### src/design/tcw_pkg.sv
// Shared types and constants for the text console writer.
package tcw_pkg;

	localparam int MODE_W = 2;
	localparam int CHAR_W = 8;
	localparam int CADDR_W = 11;
	localparam int CELL_W = 16;
	localparam int ATTR_W = 8;

	localparam logic [CELL_W-1:0] BLANK_CELL = 16'h0720;
	localparam logic [CHAR_W-1:0] NEWLINE_CODE = 8'h0a;
	localparam logic [ATTR_W-1:0] ATTR_RESET = 8'h07;

	typedef enum logic [MODE_W-1:0] {
		MODE_PUT = 2'd0,
		MODE_READ = 2'd1,
		MODE_CLEAR = 2'd2
	} mode_t;

	typedef enum logic [2:0] {
		ST_INIT,
		ST_IDLE,
		ST_DECODE,
		ST_READ_WAIT,
		ST_SCROLL_RD,
		ST_SCROLL_WR,
		ST_FILL,
		ST_RESP
	} ctl_state_t;

	typedef struct packed {
		logic accept;
		logic put;
		logic read_issue;
		logic read_capture;
		logic ptr_clear;
		logic scroll_rd;
		logic scroll_wr;
		logic fill;
		logic home;
		logic load_out;
	} dp_cmd_t;

	typedef struct packed {
		logic [MODE_W-1:0] mode;
		logic need_scroll;
		logic addr_ok;
		logic copy_last;
		logic fill_last;
	} dp_status_t;

endpackage

### src/design/tcw_ctrl.sv
// Controller state machine of the text console writer.
module tcw_ctrl (
	input  logic clk,
	input  logic arst_n,
	input  logic s_tvalid,
	output logic s_tready,
	output logic m_tvalid,
	input  logic m_tready,
	input  tcw_pkg::dp_status_t status,
	output tcw_pkg::dp_cmd_t cmd
);
	import tcw_pkg::*;

	ctl_state_t state_q;
	ctl_state_t state_d;
	logic out_valid_q;
	logic out_free;

	assign out_free = !out_valid_q || m_tready;
	assign s_tready = (state_q == ST_IDLE);
	assign m_tvalid = out_valid_q;

	always_comb begin
		state_d = state_q;
		unique case (state_q)
			ST_INIT: begin
				if (status.fill_last) begin
					state_d = ST_IDLE;
				end
			end
			ST_IDLE: begin
				if (s_tvalid) begin
					state_d = ST_DECODE;
				end
			end
			ST_DECODE: begin
				unique case (status.mode)
					MODE_PUT: state_d = status.need_scroll ? ST_SCROLL_RD : ST_RESP;
					MODE_READ: state_d = status.addr_ok ? ST_READ_WAIT : ST_RESP;
					MODE_CLEAR: state_d = ST_FILL;
					default: state_d = ST_RESP;
				endcase
			end
			ST_READ_WAIT: state_d = ST_RESP;
			ST_SCROLL_RD: state_d = ST_SCROLL_WR;
			ST_SCROLL_WR: state_d = status.copy_last ? ST_FILL : ST_SCROLL_RD;
			ST_FILL: begin
				if (status.fill_last) begin
					state_d = ST_RESP;
				end
			end
			ST_RESP: begin
				if (out_free) begin
					state_d = ST_IDLE;
				end
			end
			default: state_d = ST_INIT;
		endcase
	end

	always_comb begin
		cmd = '0;
		unique case (state_q)
			ST_INIT: cmd.fill = 1'b1;
			ST_IDLE: cmd.accept = s_tvalid;
			ST_DECODE: begin
				unique case (status.mode)
					MODE_PUT: begin
						cmd.put = 1'b1;
						cmd.ptr_clear = 1'b1;
					end
					MODE_READ: cmd.read_issue = status.addr_ok;
					MODE_CLEAR: begin
						cmd.home = 1'b1;
						cmd.ptr_clear = 1'b1;
					end
					default: cmd = '0;
				endcase
			end
			ST_READ_WAIT: cmd.read_capture = 1'b1;
			ST_SCROLL_RD: cmd.scroll_rd = 1'b1;
			ST_SCROLL_WR: cmd.scroll_wr = 1'b1;
			ST_FILL: cmd.fill = 1'b1;
			ST_RESP: cmd.load_out = out_free;
			default: cmd = '0;
		endcase
	end

	always_ff @(posedge clk or negedge arst_n) begin
		if (!arst_n) begin
			state_q <= ST_INIT;
			out_valid_q <= 1'b0;
		end else begin
			state_q <= state_d;
			if (cmd.load_out) begin
				out_valid_q <= 1'b1;
			end else if (m_tready) begin
				out_valid_q <= 1'b0;
			end
		end
	end

endmodule

### config.mk
export PLATFORM = sky130hd
export DESIGN_NAME = tcw_ctrl
export DESIGN_NICKNAME = d
export VERILOG_FILES = /design/src/design/tcw_pkg.sv /design/src/design/tcw_ctrl.sv
export SDC_FILE = /design/constraint.sdc
export NUM_CORES = 1
export LEC_CHECK = 0
export BUFFER_PORTS_ARGS = -buffer_cell sky130_fd_sc_hd__clkbuf_2
export CAP_MARGIN = 25
export CORE_AREA = 4 4 41 43
export DETAILED_ROUTE_END_ITERATION = 8
export DIE_AREA = 0 0 45 47
export GPL_TIMING_DRIVEN = 0
export SETUP_SLACK_MARGIN = 0.5
export SLEW_MARGIN = 10
export SYNTH_ARGS = -nofsm -noshare
export SYNTH_HDL_FRONTEND = slang
export SYNTH_SLANG_ARGS = --single-unit
### constraint.sdc
create_clock -name clk -period 1.28 [get_ports clk]
set_input_delay 0.128 -clock clk [delete_from_list [all_inputs] [get_ports clk]]
set_output_delay 0.128 -clock clk [all_outputs]
set_load 0.02 [all_outputs]
Word level (Yosys, flattened, before mapping)
Index checks and enable logic that the tools add are counted.
{"block": "op_classes", "add_sub_neg": 0, "n_mul": 0, "div_mod_pow": 0, "order_cmp": 0, "n_eq_ne": 13, "shifts": 0, "mux": 24, "bitwise_logic": 0, "n_reduce_logical": 8}
{"cell": "3-bit case mux with 8 select lines", "count": 1}
{"cell": "3-bit 2-to-1 mux", "count": 5}
{"cell": "1-bit 2-to-1 mux", "count": 14}
{"cell": "3-bit == test (second input constant)", "count": 4}
{"cell": "3-bit case mux with 3 select lines", "count": 1}
{"cell": "2-bit inequality test (second input constant)", "count": 4}
{"cell": "3-bit by 2-bit == test with 1-bit output (second input constant)", "count": 2}
{"cell": "2-bit 2-to-1 mux", "count": 3}
{"cell": "4-bit AND reduction", "count": 1}
{"cell": "2-bit OR reduction", "count": 2}
{"cell": "3-bit by 1-bit == test with 1-bit output (second input constant)", "count": 1}
{"cell": "3-bit logical NOT", "count": 1}
{"cell": "2-bit by 1-bit == test with 1-bit output (second input constant)", "count": 1}
{"cell": "2-bit == test (second input constant)", "count": 1}
{"cell": "2-bit logical NOT", "count": 1}
{"cell": "2-bit nonzero test", "count": 1}
{"cell": "1-bit logical NOT", "count": 1}
{"cell": "1-bit logical OR", "count": 1}
{"block": "word_totals", "reg_bits": 4, "latchBits": 0, "ramBits": 0, "romBits": 0, "input_bits": 10, "output_inout_bits": 12, "wordCells": 47, "mem_count": 0}

Logic depth before layout (Yosys ltp)
{"block": "logic_depth", "depth_word": 4, "mapped_depth": 6, "mapped_depth_nobuf": 6}

Worst setup path before layout
No wires, ideal clock.
{"block": "synth_timing", "kind": "register -> output", "start": "register state_q[1]", "end": "output port cmd[9] (netlist name)", "arrival_time_ps": 1392, "t_required_ps": 1152, "setup_slack_ps": -240, "path_stages_with_launch": 5, "path_buffers": 1, "path_cell_list": "dfrtp_1 buf_2 nor2b_1 nor2b_1 and2_1"}
{"element": "start: declaration", "line": "tcw_ctrl.sv:14", "rtl": "ctl_state_t state_q;"}
{"element": "start signal: assignment", "line": "tcw_ctrl.sv:94", "rtl": "state_q <= state_d;"}
{"element": "end: declaration", "line": "tcw_ctrl.sv:10", "rtl": "output tcw_pkg::dp_cmd_t cmd"}

Worst setup path after layout
{"block": "layout_timing", "start": "register state_q[2]", "end": "register state_q[1]"}
{"block": "layout_via", "elab_chain_cells": 3, "word_cells_on_any_way": 14, "classes_between": "eq/ne: 11; mux: 1; reduce/logical: 2"}
{"element": "3-bit == test, or another cell as far along", "line": "tcw_ctrl.sv:25", "rtl": "unique case (state_q)"}
{"element": "2-bit inequality test (no line)"}
{"element": "4-bit AND reduction (no line)"}
Parallel ways exist; a longest one is shown, timed or not.
A chain may end at the register's enable or synchronous reset.

==> summary.txt <==
VDD IR max: 0.001630 V
Max stage delay cell, worst path: dfrtp_1
Final antenna-violating net count: 0
Clock Path Buffers: 2
Setup-failing EPs final: 13
Fill count: 75
Avg Cell Area, Syn: 7.808 um2
Inserted Clock Buffers: 3
Ys async rst share: 1.000
Via-per-instance ratio: 4.912
Gr usage total: 0.1396
Maximum clock frequency: 657.5 MHz
Area of the multi-input gates: 416.7 um2
Top cells by count, synth: 5 x inv_1, 5 x nor2_1, 4 x and2_1, 4 x dfrtp_1, 4 x ha_1
Crit path DAT: 1.62 ns
I/O pin count: 22
Vias in the first global route: 527
Drt initial violations: 6
Post-layout min period: 1.521 ns
Final hold slack: 0.1025 ns
Seq/Total Area, Yosys: 0.2374
Worst skew pair latency: 0.23 ns
Register Area: 102.6 um2
Full die area: 0.002115 mm2
DR vias: 560
Placed cell areas: 630.6 um2
CP peak stage delay: 0.41 ns
RSZ-0062 raised after global routing: yes
DR DRC count: 0
Seq cells post-synth: 4
Core area: 0.001301 mm2
Worst endpoint required time: 1.38 ns
CP Cell Sequence: buf_4, and4b_1, o21ai_1, o31ai_2, mux2_2
H-tree levels: 1
Clock skew: 0.01118 ns
WL/cell: 13.98 um
Post-Route WL: 1.594 mm
Nets: 114
WP buf/inv: 1
Power Density: 2452 mW/mm2
Largest net degree at the start of global routing: 6
Number of flops mapped to enable cells by yosys: 0
Finished Cell Area: 0.001028 mm2
Max-cap violations: 0
Congestion Overflow GR: 0
DRT Pass-1 Iters: 4
Fraction of layout cells with a size suffix above 1: 0.7071
Min-delay worst type: in -> reg
Leak Pwr: 0.0004892 uW
Final WS setup: -0.2409 ns
Synthesized cell area: 421.7 um2
First-pass GRT wire length: 2.228 mm
Max transition margin: 0.8186
Slew Limit Fails: 0
Syn nets: 68
Crit path kind: reg -> reg
Power, Total: 2522 uW
Failing checks: negative setup slack
Starting Density: 0.3240
Post-synthesis cell type count: 26
Least-Margin Pin Slew: 0.2685 ns
Die X-Extent: 45 um
CTS clk-pin slew, worst paths: 0.05 ns
Die H: 47 um
GPL Wtd Cong: 0.7403
Synth warn: 0
Leading area contributor after synthesis: dfrtp_1
Startpoint types: register
Utilization after layout: 0.7904
Root Buffer: clkbuf_4
Final hold vios: 0
Antenna violations before repair: 0
Mapped Cells: 54
Crit. End Element: register
Count of input and output buffers: 21
TritonCTS clock tree: built
Ys flop type: dfrtp_1
Outcome: complete, but fails checks
Crit path max-delay family: flip-flops
Rows: 13
Clock sinks: 4
Dpl hpwl: 896.8 um
Fin crit share: 1.188
Synth area leaders: dfrtp_1 24%, ha_1 12%, and2_1 5.9%
Synth top area share: 0.2374
CP max FO: 4
Area growth syn-to-layout: 143.9%
Antenna Cells: 0
-- flip-flops by register name, indices dropped and copies added, names as in the netlist --
signal	count
state_q	3
m_tvalid	1
-- cell families after synthesis --
| logic type | count (synthesis) | share of synthesized area |
|---|---|---|
| AOI/OAI and AO/OA | 11 | 0.1602 |
| xor gates and xnor gates | 1 | 0.02078 |
| adders and majority gates | 4 | 0.1187 |
| buffers and inverters | 8 | 0.08011 |
| DFF | 4 | 0.2374 |
| muxes | 1 | 0.02670 |
| and+or+nand+nor | 25 | 0.3561 |
-- worst reg2reg max path, cell delays in order (launching register included) --
cell,delay (ns)
dfrtp_1,0.41
buf_4,0.17
and4b_1,0.18
o21ai_1,0.23
o31ai_2,0.12
mux2_2,0.28
-- power by group --
part	switching, uW	total, uW	internal, uW
Sequential	83.2	283	199
Clock	51.3	168	117
Combinational	887	2070	1180
-- through the flow --
| stage | cells | setup TNS, ns | worst slack (ns) |
|---|---|---|---|
| finish | 114 | -1.977 | -0.2409 |
| global route | 114 | -2.749 | -0.2986 |
| CTS | 108 | -1.541 | -0.1967 |
| detailed placement | 90 | -0.5444 | -0.2058 |
| global placement | 90 | -0.4858 | -0.2009 |
| floorplan | 54 | -0.009427 | -0.009427 |
-- worst paths after layout --
| path | depth (start not counted) | end | slack, ns | from |
|---|---|---|---|---|
| worst max register to register | 5 | state_q[1]$_DFFE_PN0P_ | -0.24 | state_q[2]$_DFFE_PN0P_ |
| worst max-delay path | 5 | state_q[1]$_DFFE_PN0P_ | -0.24 | state_q[2]$_DFFE_PN0P_ |
| min in group asynchronous | 2 | state_q[2]$_DFFE_PN0P_ | 0.23 | arst_n |
| worst min-delay path | 2 | m_tvalid$_DFFE_PN0P_ | 0.10 | m_tready |
| max in group asynchronous | 2 | state_q[1]$_DFFE_PN0P_ | 0.90 | arst_n |
| worst min register to register | 2 | m_tvalid$_DFFE_PN0P_ | 0.61 | m_tvalid$_DFFE_PN0P_ |
-- layout by cell type (no fill, tap or decap), types with 3 or more instances in the layout --
| cell type | n |
|---|---|
| buf_6 | 11 |
| buf_8 | 10 |
| buf_4 | 10 |
| clkbuf_2 | 9 |
| inv_1 | 5 |
| and2_4 | 4 |
| ha_1 | 4 |
| clkbuf_4 | 3 |
| clkbuf_8 | 3 |
-- metal layers --
metal	wire (um)	part of all wire	global-route usage
met1	637	0.40	0.1816
met2	862	0.54	0.2486
met3	60	0.038	0
met4	34	0.021	0.05263
met5	0	0	0
-- cell type report --
cell class,instances,share of cell area
inverters,5,0.01825
plain buffers,3,0.03650
multi-input cells,42,0.4051
repair buffers,41,0.3966
flip-flops and latches,4,0.09976
clock buffers,4,0.02555
well taps,15,0.01825
-- what timing repair did --
item                                   in CTS  in global routing
buffers inserted                           13                  6
endpoints found under the hold margin       4                  0
resized for setup                          38                 22
hold buffers                                1                  0
pin swaps                                   7                  4
setup endpoints to repair                  16                 16
Note: power is estimated with default switching activity, not from simulation.
